==> src/hdl/sles_pkg.sv <==
// shared types and constants for the status led effect sequencer
// holds the flow color table, mode and register codes and the controller/datapath structs
// no dependencies
`default_nettype none

package sles_pkg;

   typedef enum logic [1:0] {
      MODE_IDLE   = 2'd0,
      MODE_FLOW   = 2'd1,
      MODE_ERROR  = 2'd2,
      MODE_UNUSED = 2'd3
   } mode_type;

   typedef enum logic {
      CSR_EFFECT_MODE  = 1'b0,
      CSR_ERROR_BLINKS = 1'b1
   } csr_index_type;

   localparam int COLOR_COUNT = 7;
   localparam logic [2:0] SEG_LAST = 3'd5;

   // argb; neighboring entries differ by full scale or not at all in every channel
   localparam logic [31:0] FLOW_COLORS [COLOR_COUNT] = '{
      32'h0F0000FF, 32'h0F00FF00, 32'h0FFF0000,
      32'h0F0000FF, 32'h0F00FF00, 32'h0FFF0000,
      32'h0F0000FF
   };

   localparam logic [7:0] DIM_ALPHA = 8'h0F;
   localparam logic [7:0] DIM_RED   = 8'hFF;
   localparam logic [7:0] PAUSE_RESET = 8'd100;

   localparam logic signed [36:0] LEVEL_MAX = 37'sd33554431;
   localparam logic signed [36:0] LEVEL_MIN = -37'sd33554432;

   typedef struct packed {
      logic       accept;
      logic       mul;
      logic       acc;
      logic       scale;
      logic       out_load;
      logic [1:0] ch;
   } dp_cmd_type;

   typedef struct packed {
      logic flow_run;
      logic err_emit;
      logic out_free;
   } dp_status_type;

   // byte k of a table color, alpha first
   function automatic logic [7:0] color_part(input logic [2:0] idx, input logic [1:0] k);
      logic [31:0] c;
      c = (idx <= 3'd6) ? FLOW_COLORS[idx] : 32'h0;
      case (k)
         2'd0:    color_part = c[31:24];
         2'd1:    color_part = c[23:16];
         2'd2:    color_part = c[15:8];
         default: color_part = c[7:0];
      endcase
   endfunction

endpackage

`default_nettype wire

==> src/hdl/sles_ctrl.sv <==
// controller state machine for the status led effect sequencer
// sequences one shared multiplier over the four channels; uses sles_pkg
`default_nettype none

module sles_ctrl (
   input  wire logic                   clock,
   input  wire logic                   reset,
   input  wire logic                   req_valid,
   output logic                        req_stall,
   input  wire sles_pkg::dp_status_type status,
   output sles_pkg::dp_cmd_type        cmd
);

   typedef enum logic [4:0] {
      ST_IDLE  = 5'b00001,
      ST_MUL   = 5'b00010,
      ST_ACC   = 5'b00100,
      ST_SCALE = 5'b01000,
      ST_OUT   = 5'b10000
   } state_type;

   state_type  state_ff, state_in;
   logic [1:0] ch_ff, ch_in;
   logic       accept;

   assign req_stall = (state_ff != ST_IDLE);
   assign accept    = (state_ff == ST_IDLE) && req_valid;

   always_comb begin
      state_in = state_ff;
      ch_in    = ch_ff;
      case (state_ff)
         ST_IDLE: begin
            if (accept) begin
               ch_in = 2'd0;
               if (status.flow_run) begin
                  state_in = ST_MUL;
               end else if (status.err_emit) begin
                  state_in = ST_OUT;
               end
            end
         end
         ST_MUL: begin
            state_in = ST_ACC;
         end
         ST_ACC: begin
            if (ch_ff == 2'd3) begin
               state_in = ST_SCALE;
            end else begin
               ch_in    = ch_ff + 2'd1;
               state_in = ST_MUL;
            end
         end
         ST_SCALE: begin
            state_in = ST_OUT;
         end
         ST_OUT: begin
            if (status.out_free) begin
               state_in = ST_IDLE;
            end
         end
         default: begin
            state_in = ST_IDLE;
         end
      endcase
   end

   always_comb begin
      cmd          = '0;
      cmd.accept   = accept;
      cmd.mul      = (state_ff == ST_MUL);
      cmd.acc      = (state_ff == ST_ACC);
      cmd.scale    = (state_ff == ST_SCALE);
      cmd.out_load = (state_ff == ST_OUT) && status.out_free;
      cmd.ch       = ch_ff;
   end

   always_ff @(posedge clock) begin
      if (reset) begin
         state_ff <= ST_IDLE;
         ch_ff    <= 2'd0;
      end else begin
         state_ff <= state_in;
         ch_ff    <= ch_in;
      end
   end

endmodule

`default_nettype wire

==> src/hdl/sles_dp.sv <==
// datapath for the status led effect sequencer
// config registers, fade accumulators, blink counters and the result register; uses sles_pkg
`default_nettype none

module sles_dp #(
   parameter int SEGMENT_MS  = 500,
   parameter int PAUSE_TICKS = 200,
   parameter int BLINK_TICKS = 100
) (
   input  wire logic                    clock,
   input  wire logic                    reset,
   input  wire sles_pkg::dp_cmd_type    cmd,
   output sles_pkg::dp_status_type      status,
   input  wire logic [9:0]              req_elapsed_ms,
   input  wire logic                    csr_write,
   input  wire logic                    csr_index,
   input  wire logic [7:0]              csr_wdata,
   output logic                         rsp_valid,
   input  wire logic                    rsp_stall,
   output logic [7:0]                   rsp_red,
   output logic [7:0]                   rsp_green,
   output logic [7:0]                   rsp_blue
);

   localparam logic [15:0] SEG_LIMIT  = 16'(SEGMENT_MS);
   localparam logic [7:0]  PAUSE_INIT = 8'(PAUSE_TICKS);
   localparam logic [6:0]  BLINK_FULL = 7'(BLINK_TICKS);
   localparam logic [6:0]  BLINK_HALF = 7'(BLINK_TICKS / 2);
   // per-ms step of a full-scale fade, truncated toward zero
   localparam logic signed [25:0] STEP_MAG = 26'((255 * 65536) / SEGMENT_MS);

   localparam logic [7:0] DIM_ALPHA = sles_pkg::DIM_ALPHA;
   localparam logic [7:0] DIM_RED   = sles_pkg::DIM_RED;
   localparam logic [15:0] DIM_PROD = 16'(DIM_ALPHA) * 16'(DIM_RED);

   sles_pkg::mode_type      mode_ff;
   logic [7:0]              blinks_cfg_ff;
   logic [2:0]              seg_ff;
   logic [15:0]             seg_time_ff;
   logic signed [25:0]      level_ff [4];
   logic signed [25:0]      step_ff [4];
   logic [7:0]              blinks_left_ff;
   logic [7:0]              pause_left_ff;
   logic [6:0]              phase_ff;
   logic [9:0]              d_ff;
   logic signed [36:0]      prod_ff;
   logic [15:0]             prod_rgb_ff [3];
   logic                    rsp_valid_ff;
   logic [7:0]              rsp_red_ff, rsp_green_ff, rsp_blue_ff;

   logic [2:0]              seg_next;
   logic [16:0]             time_sum;
   logic signed [36:0]      level_sum;
   logic signed [25:0]      level_sat;
   logic [6:0]              phase_inc;
   logic                    err_restart, err_pause;
   logic                    blink_dark, blink_lit;
   logic [7:0]              alpha_ch;

   function automatic logic signed [25:0] seg_level(input logic [2:0] s, input logic [1:0] k);
      seg_level = $signed({2'b00, sles_pkg::color_part(s, k), 16'h0000});
   endfunction

   function automatic logic signed [25:0] seg_step(input logic [2:0] s, input logic [1:0] k);
      logic [7:0] cur, nxt;
      cur = sles_pkg::color_part(s, k);
      nxt = sles_pkg::color_part(s + 3'd1, k);
      if (nxt > cur) begin
         seg_step = STEP_MAG;
      end else if (nxt < cur) begin
         seg_step = -STEP_MAG;
      end else begin
         seg_step = 26'sd0;
      end
   endfunction

   // integer part clamped to 0..255
   function automatic logic [7:0] to_channel(input logic signed [25:0] lv);
      if (lv[25]) begin
         to_channel = 8'd0;
      end else if (lv[24]) begin
         to_channel = 8'hFF;
      end else begin
         to_channel = lv[23:16];
      end
   endfunction

   // exact x / 255 for any product of two bytes
   function automatic logic [7:0] div255(input logic [15:0] x);
      logic [16:0] s;
      s = 17'(x) + 17'(x[15:8]) + 17'd1;
      div255 = s[15:8];
   endfunction

   assign seg_next  = (seg_ff >= sles_pkg::SEG_LAST) ? 3'd0 : seg_ff + 3'd1;
   assign time_sum  = 17'(seg_time_ff) + 17'(req_elapsed_ms);
   assign level_sum = 37'(level_ff[cmd.ch]) + prod_ff;
   assign level_sat = (level_sum > sles_pkg::LEVEL_MAX) ? 26'sd33554431 :
                      (level_sum < sles_pkg::LEVEL_MIN) ? -26'sd33554432 :
                      level_sum[25:0];
   assign phase_inc = phase_ff + 7'd1;
   assign alpha_ch  = to_channel(level_ff[0]);

   assign err_restart = (blinks_left_ff == 8'd0) && (pause_left_ff == 8'd0);
   assign err_pause   = (blinks_left_ff == 8'd0) && (pause_left_ff != 8'd0);
   assign blink_dark  = (phase_inc < BLINK_HALF);
   assign blink_lit   = !blink_dark && (phase_inc < BLINK_FULL);

   always_comb begin
      status.flow_run = (mode_ff == sles_pkg::MODE_FLOW) && (seg_time_ff < SEG_LIMIT);
      status.err_emit = (mode_ff == sles_pkg::MODE_ERROR) && !err_restart &&
                        (err_pause || blink_dark || blink_lit);
      status.out_free = !rsp_valid_ff || !rsp_stall;
   end

   // configuration
   always_ff @(posedge clock) begin
      if (reset) begin
         mode_ff       <= sles_pkg::MODE_IDLE;
         blinks_cfg_ff <= 8'd0;
      end else if (csr_write) begin
         case (csr_index)
            sles_pkg::CSR_EFFECT_MODE:  mode_ff       <= sles_pkg::mode_type'(csr_wdata[1:0]);
            sles_pkg::CSR_ERROR_BLINKS: blinks_cfg_ff <= csr_wdata;
            default: ;
         endcase
      end
   end

   // flow state
   always_ff @(posedge clock) begin
      if (reset) begin
         seg_ff      <= 3'd0;
         seg_time_ff <= 16'd0;
         for (int k = 0; k < 4; k++) begin
            level_ff[k] <= seg_level(3'd0, 2'(k));
            step_ff[k]  <= seg_step(3'd0, 2'(k));
         end
      end else begin
         if (cmd.accept && (mode_ff == sles_pkg::MODE_FLOW)) begin
            if (seg_time_ff < SEG_LIMIT) begin
               seg_time_ff <= time_sum[16] ? 16'hFFFF : time_sum[15:0];
            end else begin
               seg_time_ff <= 16'd0;
               seg_ff      <= seg_next;
               for (int k = 0; k < 4; k++) begin
                  level_ff[k] <= seg_level(seg_next, 2'(k));
                  step_ff[k]  <= seg_step(seg_next, 2'(k));
               end
            end
         end
         if (cmd.acc) begin
            level_ff[cmd.ch] <= level_sat;
         end
      end
   end

   // error blink state
   always_ff @(posedge clock) begin
      if (reset) begin
         blinks_left_ff <= 8'd0;
         pause_left_ff  <= sles_pkg::PAUSE_RESET;
         phase_ff       <= 7'd0;
      end else if (cmd.accept && (mode_ff == sles_pkg::MODE_ERROR)) begin
         if (err_restart) begin
            blinks_left_ff <= blinks_cfg_ff;
            pause_left_ff  <= PAUSE_INIT;
         end else if (err_pause) begin
            pause_left_ff <= pause_left_ff - 8'd1;
         end else if (blink_dark || blink_lit) begin
            phase_ff <= phase_inc;
         end else begin
            phase_ff       <= 7'd0;
            blinks_left_ff <= blinks_left_ff - 8'd1;
         end
      end
   end

   // arithmetic pipeline
   always_ff @(posedge clock) begin
      if (cmd.accept) begin
         d_ff <= req_elapsed_ms;
         // error results go straight into the scale products
         prod_rgb_ff[0] <= (!err_pause && blink_lit) ? DIM_PROD : 16'd0;
         prod_rgb_ff[1] <= 16'd0;
         prod_rgb_ff[2] <= 16'd0;
      end
      if (cmd.mul) begin
         prod_ff <= step_ff[cmd.ch] * $signed({1'b0, d_ff});
      end
      if (cmd.scale) begin
         for (int k = 0; k < 3; k++) begin
            prod_rgb_ff[k] <= 16'(to_channel(level_ff[k + 1])) * 16'(alpha_ch);
         end
      end
   end

   // result register
   always_ff @(posedge clock) begin
      if (reset) begin
         rsp_valid_ff <= 1'b0;
      end else if (cmd.out_load) begin
         rsp_valid_ff <= 1'b1;
      end else if (!rsp_stall) begin
         rsp_valid_ff <= 1'b0;
      end
   end

   always_ff @(posedge clock) begin
      if (cmd.out_load) begin
         rsp_red_ff   <= div255(prod_rgb_ff[0]);
         rsp_green_ff <= div255(prod_rgb_ff[1]);
         rsp_blue_ff  <= div255(prod_rgb_ff[2]);
      end
   end

   assign rsp_valid = rsp_valid_ff;
   assign rsp_red   = rsp_red_ff;
   assign rsp_green = rsp_green_ff;
   assign rsp_blue  = rsp_blue_ff;

endmodule

`default_nettype wire

==> src/hdl/status_led_effect_sequencer.sv <==
// status led effect sequencer: one tick in, at most one rgb beat out
// top level joining sles_ctrl and sles_dp; uses sles_pkg
//
// req channel: one beat per loop tick with the milliseconds since the last tick.
// rsp channel: red, green and blue levels, alpha scaled, only on ticks that update the led.
// csr port: csr_write with csr_index 0 sets the effect mode (0 idle, 1 color flow,
//   2 error blink), index 1 sets the blink count; write only while no tick is in flight.
// a flow tick steps through the controller states: the one shared 26x11 multiplier
//   runs a multiply and an accumulate state for each of alpha, red, green and blue,
//   then one state scales the channels by alpha and one loads the result register,
//   which raises rsp_valid; the next tick is accepted once the controller is idle again.
// an error tick goes from accept straight to the result load and raises rsp_valid;
//   a tick that gives no beat leaves the controller idle.
// req_stall is high from accept until the result is in the result register.
// while rsp_stall holds a beat, the next tick is accepted and runs up to its
//   result load, then waits for the result register to free.
// reset (synchronous) clears rsp_valid, loads the first fade segment,
//   sets idle mode and zero blinks; no clearing pass is needed.
`default_nettype none

module status_led_effect_sequencer #(
   parameter int SEGMENT_MS  = 500,
   parameter int PAUSE_TICKS = 200,
   parameter int BLINK_TICKS = 100
) (
   input  wire logic       clock,
   input  wire logic       reset,
   input  wire logic       req_valid,
   output logic            req_stall,
   input  wire logic [9:0] req_elapsed_ms,
   output logic            rsp_valid,
   input  wire logic       rsp_stall,
   output logic [7:0]      rsp_red,
   output logic [7:0]      rsp_green,
   output logic [7:0]      rsp_blue,
   input  wire logic       csr_write,
   input  wire logic       csr_index,
   input  wire logic [7:0] csr_wdata
);

   sles_pkg::dp_cmd_type    cmd;
   sles_pkg::dp_status_type status;

   sles_ctrl u_ctrl (
      .clock     (clock),
      .reset     (reset),
      .req_valid (req_valid),
      .req_stall (req_stall),
      .status    (status),
      .cmd       (cmd)
   );

   sles_dp #(
      .SEGMENT_MS  (SEGMENT_MS),
      .PAUSE_TICKS (PAUSE_TICKS),
      .BLINK_TICKS (BLINK_TICKS)
   ) u_dp (
      .clock          (clock),
      .reset          (reset),
      .cmd            (cmd),
      .status         (status),
      .req_elapsed_ms (req_elapsed_ms),
      .csr_write      (csr_write),
      .csr_index      (csr_index),
      .csr_wdata      (csr_wdata),
      .rsp_valid      (rsp_valid),
      .rsp_stall      (rsp_stall),
      .rsp_red        (rsp_red),
      .rsp_green      (rsp_green),
      .rsp_blue       (rsp_blue)
   );

endmodule

`default_nettype wire
==> config.mk <==
export PLATFORM = sky130hd
export DESIGN_NAME = status_led_effect_sequencer
export DESIGN_NICKNAME = d
export VERILOG_FILES = /design/src/hdl/sles_pkg.sv /design/src/hdl/sles_ctrl.sv /design/src/hdl/sles_dp.sv /design/src/hdl/status_led_effect_sequencer.sv
export SDC_FILE = /design/constraint.sdc
export NUM_CORES = 1
export LEC_CHECK = 0
export BUFFER_PORTS_ARGS = -buffer_cell sky130_fd_sc_hd__buf_4
export CAP_MARGIN = 20
export CORE_AREA = 3 3 224 226
export DETAILED_ROUTE_END_ITERATION = 7
export DIE_AREA = 0 0 227 229
export PLACE_DENSITY = 0.71
export SYNTH_ARGS = -nofsm -noshare
export SYNTH_HDL_FRONTEND = slang
export SYNTH_SLANG_ARGS = --single-unit
==> constraint.sdc <==
create_clock -name clock -period 6.59 [get_ports clock]
set_input_delay 0.659 -clock clock [delete_from_list [all_inputs] [get_ports clock]]
set_output_delay 0.659 -clock clock [all_outputs]
set_load 0.01 [all_outputs]
# Word-level counts from Yosys, hierarchy flattened
# Memories as Yosys holds them, arrays and structs flattened. A register that Yosys moved wholly into a read port is not among the register bits.
# Index checks and enable logic that the tools add are counted.
# word_totals
ramBits,256
output_inout_bits,26
mem_bits_ro,512
mem_count,5
inputBits,24
wordCells,261
reg_bits,131
# op_classes
reduce_logical,34
multipliers,4
order_cmp,26
n_bitwise,17
add_sub_neg,14
muxes,130
n_eq_ne,16
# memory_table
name,words,width,rd,rd_clocked_by_memory_dff,wr,line_no,source
(no name shown),8,32,1,0,0,sles_pkg.sv:55,c = (idx <= 3'd6) ? FLOW_COLORS[idx] : 32'h0;
(no name shown),8,32,1,0,0,sles_pkg.sv:55,
u_dp.level_ff,4,26,5,1,4,sles_dp.sv:40,logic signed [25:0] level_ff [4];
u_dp.step_ff,4,26,1,1,4,sles_dp.sv:41,logic signed [25:0] step_ff [4];
u_dp.prod_rgb_ff,3,16,3,0,3,sles_dp.sv:47,logic [15:0] prod_rgb_ff [3];
# op_table
operator,count
$mux W26,43
$mux W8,43
$mux W32,6
$mux W16,5
$gt A8 B8 Y1,8
$lt A8 B8 Y1,8
$add A16 B1 Y16 const B,3
$add A16 B8 Y16,3
$mul A8 B8 Y16,3
$add A26 B37 Y37,1
$gt A37 B26 Y1 const B,1
$lt A37 B26 Y1 const B,1
$mul A26 B11 Y37,1
$reduce_or A26 Y1,1
$pmux W5 S5,1
$mux W5,4
$add A16 B10 Y17,1
$logic_not A8 Y1,2
$lt A16 B9 Y1 const B,1
$mux W1,16
$sub A8 B1 Y8 const B,2
$mux W2,7
$mux W12,1
$reduce_and A3 Y1,4
32 further kinds,75

# Depth between registers and ports, before layout
# depth
depth_word,18
ltp_mapped,28
depth_no_buf,26

# Modules after synthesis
# From an unflattened synthesis, not the netlist that was laid out.
# unflattened
cells_unflattened,2861
area_unflattened_um2,27433.8
# by_module_without_submodules
module,cells_each,seq_area_each_um2,instances,area_per_inst_um2
sles_dp,2812,8087.8,1,26979.6
sles_ctrl,49,140.1,1,454.2

# Worst setup path after synthesis
# No wires, ideal clock.
# synth_path
path_kind,register to register
start,register (tool-made name)
end,"register u_dp.prod_ff[29], data pin"
arrival_ns,6.881
setup_ns,0.258
slack_ns,-0.548
synth_period_minus_slack_ns,7.138
stages_incl_launch_ff,26
required_ns,6.332
path_buffers,3
path_cell_list,dfxtp_1 -> buf_1 -> mux4_2 -> clkbuf_1 -> and2_1 -> inv_1 -> fa_1 -> inv_1 -> xnor2_1 -> xor2_1 -> fa_1 -> fa_1 -> inv_1 -> fa_1 -> inv_1 -> ha_1 -> clkbuf_1 -> a2111oi_0 -> nand2_1 -> o221ai_1 -> o21ai_0 -> o221a_2 -> o41ai_1 -> o21ai_0 -> a21oi_1 -> xnor2_1
# synth_rtl
element,line_no,source
end signal: assignment,sles_dp.sv:189,"prod_ff <= step_ff[cmd.ch] * $signed({1'b0, d_ff});"
end: declaration,sles_dp.sv:46,logic signed [36:0] prod_ff;

==> run metrics <==
CTS Buf Count=34; Crit Path Class=reg -> reg; clock-pin slew of the registers on the worst-case setup and hold paths=0.06 ns; Avg Cell Area, Syn=9.64 um2; Max Cap Viol=0; FMAX=154 MHz; DRC=0; synthesized cell area=26600 um2; hold_buf cts=0; sequential share of the synthesized area=31.1%; commonest cells in the netlist=inv_1, nor2_1, ha_1; Area Growth Syn to Fin=12.8%; Total Power=0.0105 W; vias=20.0k; row cnt=81; Final setup violation count=0; final hold slack=0.320 ns; Slew Viols, Final=0; Total GRT Usage=24.7%; Final #Nets=3385; global-route wire length before repair=104000 um; diodes inserted=0; R2R depth=24; area share of the largest cell type after synthesis=26.5%; Synth cell types=67; top-count cell post-synth=inv_1; final WL=63000 um; reg-to-reg startpoint=u_dp.step_ff[3][24]; Worst VDD drop=0.300 mV; post-route ant nets=0; CP max FO=8; Mapped Nets=3264; largest net degree at the start of global routing=58; Worst EP required=6.87 ns; crit path DAT=6.77 ns; antenna violations before repair=0; Layout Utilization=61.7%; Core Area=48500 um2; htree depth=2; crit path from=u_dp.step_ff[3][24]; Max Buffers Root-to-Sink=3; routed vias/inst=5.67; Layout Cells excl Fill=3524; crit end category=register; hold crit path type=in -> reg; DRT Pass-1 Iters=5; Async SR Flop Fraction=0%; Tmin final=6.49 ns; PD cells=350 nW/um2; Slew headroom=30.2%; CTS tree=done; DR WL/cell=17.9 um; worst-margin pin slew=1.04 ns; Clock Latency Late Sink=0.56 ns; die height=229 um; Final period util=98.5%; EDFF count, synth=234; R2R Setup Slk=0.10 ns; Synth Register Bits=296; clk sinks=296; clock skew after layout=0.0322 ns; layout cells sized above 1=12.9%; dominant cell type by area after synthesis=edfxtp_1; Syn. warnings=0; dpl hpwl=48800 um; Starting Density=54.7%; die footprint=52000 um2; Final Hold Fails=0; Synth area leaders=edfxtp_1, fa_1, ha_1; vias in the first global route=20.6k; # IOs=50; IO Port Bufs=49; Most used DFF post-synth=edfxtp_1; total gr overflow=0; Mapped Cells=2755; Routability Congestion=0.937; Static Leak=13.5 nW; Critical Path End=u_dp.prod_ff[30]; Root Driver=clkbuf_16; RSZ-0062 raised after global routing=yes; initial DRC count=1198; Horiz. Die Dim=227 um; Worst R2R End=u_dp.prod_ff[30]; startpoint types=register; # placed instances=3443; status=complete, no violations
==> final cells by class <==
class / instances / area (um2)
Clock buffer: 44 / 922
Clock inverter: 18 / 143
Multi-Input combinational cell: 1996 / 17100
Fill cell: 4012 / 18600
Tap cell: 622 / 778
Inverter: 381 / 1440
Sequential cell: 296 / 8270
Timing Repair Buffer: 167 / 1310
==> kinds of logic after synthesis <==
family	count (synthesis)	synth area share [%]
and+or+nand+nor	798	13.7
AOI/OAI and AO/OA	532	12.1
adders and majority gates	487	29.0
buffers and inverters	463	6.54
DFF	296	31.1
xor gates and xnor gates	144	4.75
muxes	35	2.69
==> stage by stage <==
stage | worst slack [ns] | TNS, ns | area, um2
after detailed placement | -0.272 | -1.24 | 28200
after floorplan | 0.0115 | 0 | 26600
after global placement | -0.0598 | -0.221 | 28200
after global routing | -0.0817 | -0.229 | 30000
after CTS | 0.000730 | 0 | 29400
final | 0.101 | 0 | 30000
==> registers in the layout (all words and copies together), names as in the netlist, named ones only <==
| signal | count |
|---|---|
| u_dp.rsp_green | 8 |
| u_ctrl.state_ff | 5 |
| u_dp.rsp_blue | 8 |
| u_ctrl.ch_ff | 2 |
| u_dp.pause_left_ff | 8 |
| u_dp.seg_time_ff | 16 |
| u_dp.rsp_valid | 1 |
| u_dp.mode_ff | 2 |
| u_dp.blinks_cfg_ff | 8 |
| u_dp.prod_rgb_ff | 48 |
| u_dp.rsp_red | 8 |
| u_dp.blinks_left_ff | 8 |
| u_dp.phase_ff | 7 |
| u_dp.d_ff | 10 |
| u_dp.step_ff | 11 |
| u_dp.seg_ff | 3 |
| u_dp.prod_ff | 37 |
| u_dp.level_ff | 104 |
==> cell usage in the layout (no fill, tap or decap), types with 6 or more instances in the layout <==
master | Yosys | routed
a211oi_1 | 15 | 12
a21boi_0 | 21 | 21
a21o_1 | 41 | 41
a21oi_1 | 146 | 140
a31oi_1 | 8 | 8
and2_1 | 41 | 38
and3_1 | 8 | 8
buf_4 | 0 | 160
clkbuf_1 | 76 | 6
clkbuf_16 | 0 | 34
clkinv_1 | 0 | 6
dfxtp_1 | 62 | 61
edfxtp_1 | 234 | 234
fa_1 | 216 | 211
ha_1 | 269 | 250
ha_4 | 0 | 16
inv_1 | 381 | 366
inv_2 | 0 | 13
mux2i_1 | 6 | 6
mux4_2 | 29 | 29
nand2_1 | 233 | 223
nand2_2 | 1 | 8
nand2b_1 | 29 | 28
nand3_1 | 35 | 34
nand4_1 | 15 | 15
nor2_1 | 289 | 288
nor2b_1 | 19 | 18
nor3_1 | 46 | 44
o211ai_1 | 14 | 14
o21a_1 | 33 | 33
o21ai_0 | 186 | 179
o21bai_1 | 13 | 13
o31ai_1 | 10 | 9
or2_2 | 29 | 29
or3_1 | 21 | 21
xnor2_1 | 88 | 84
xor2_1 | 56 | 53
==> timing repair <==
item | 4_1_cts | 5_1_grt
pin swaps | 4 | 64
setup endpoints to repair | 9 | 11
cloned | 0 | 0
resized for setup | 11 | 90
setup buffers | 3 | 16
==> critical path, stage by stage (launching register included) <==
cell	delay (ns)
edfxtp_1	0.41
mux4_2	0.66
nand2_4	0.14
inv_4	0.05
fa_1	0.57
inv_2	0.06
buf_4	0.14
fa_1	0.49
inv_1	0.05
fa_1	0.50
fa_1	0.54
inv_1	0.05
fa_1	0.52
inv_1	0.07
ha_4	0.25
a21o_1	0.16
a21oi_2	0.13
nor2_1	0.06
a21oi_1	0.18
o31ai_2	0.11
or4_4	0.57
nand2_4	0.09
o21ai_4	0.07
o41ai_2	0.23
xnor2_1	0.11
==> per-layer routing <==
layer,part of all wire [%],track usage [%],vias up
met5,0,0,-
met3,6.4,4.23,125
met2,47,40.2,612
met1,43,33.7,9675
met4,3.0,7.96,0
li1,-,-,9561
==> power by group <==
group	total, W	internal [W]	switching (W)
Sequential	0.00246	0.00238	0.0000834
Combinational	0.00620	0.00290	0.00330
Clock	0.00182	0.00104	0.000781
Total	0.0105	0.00631	0.00416
==> worst min path at each step <==
stage	start	endpoint	slack, ns	cells past startpoint
after detailed placement	u_dp.blinks_cfg_ff[7]	u_dp.blinks_cfg_ff[7]	0.45	2
after global placement	u_dp.seg_time_ff[0]	u_dp.seg_time_ff[0]	0.44	2
after floorplan	u_dp.seg_time_ff[0]	u_dp.seg_time_ff[0]	0.44	2
final	req_elapsed_ms[6]	u_dp.d_ff[6]	0.32	1
after CTS	req_elapsed_ms[6]	u_dp.d_ff[6]	0.30	1
after global routing	req_elapsed_ms[0]	u_dp.d_ff[0]	0.31	1
No activity file was read; power rests on OpenSTA's default activity.
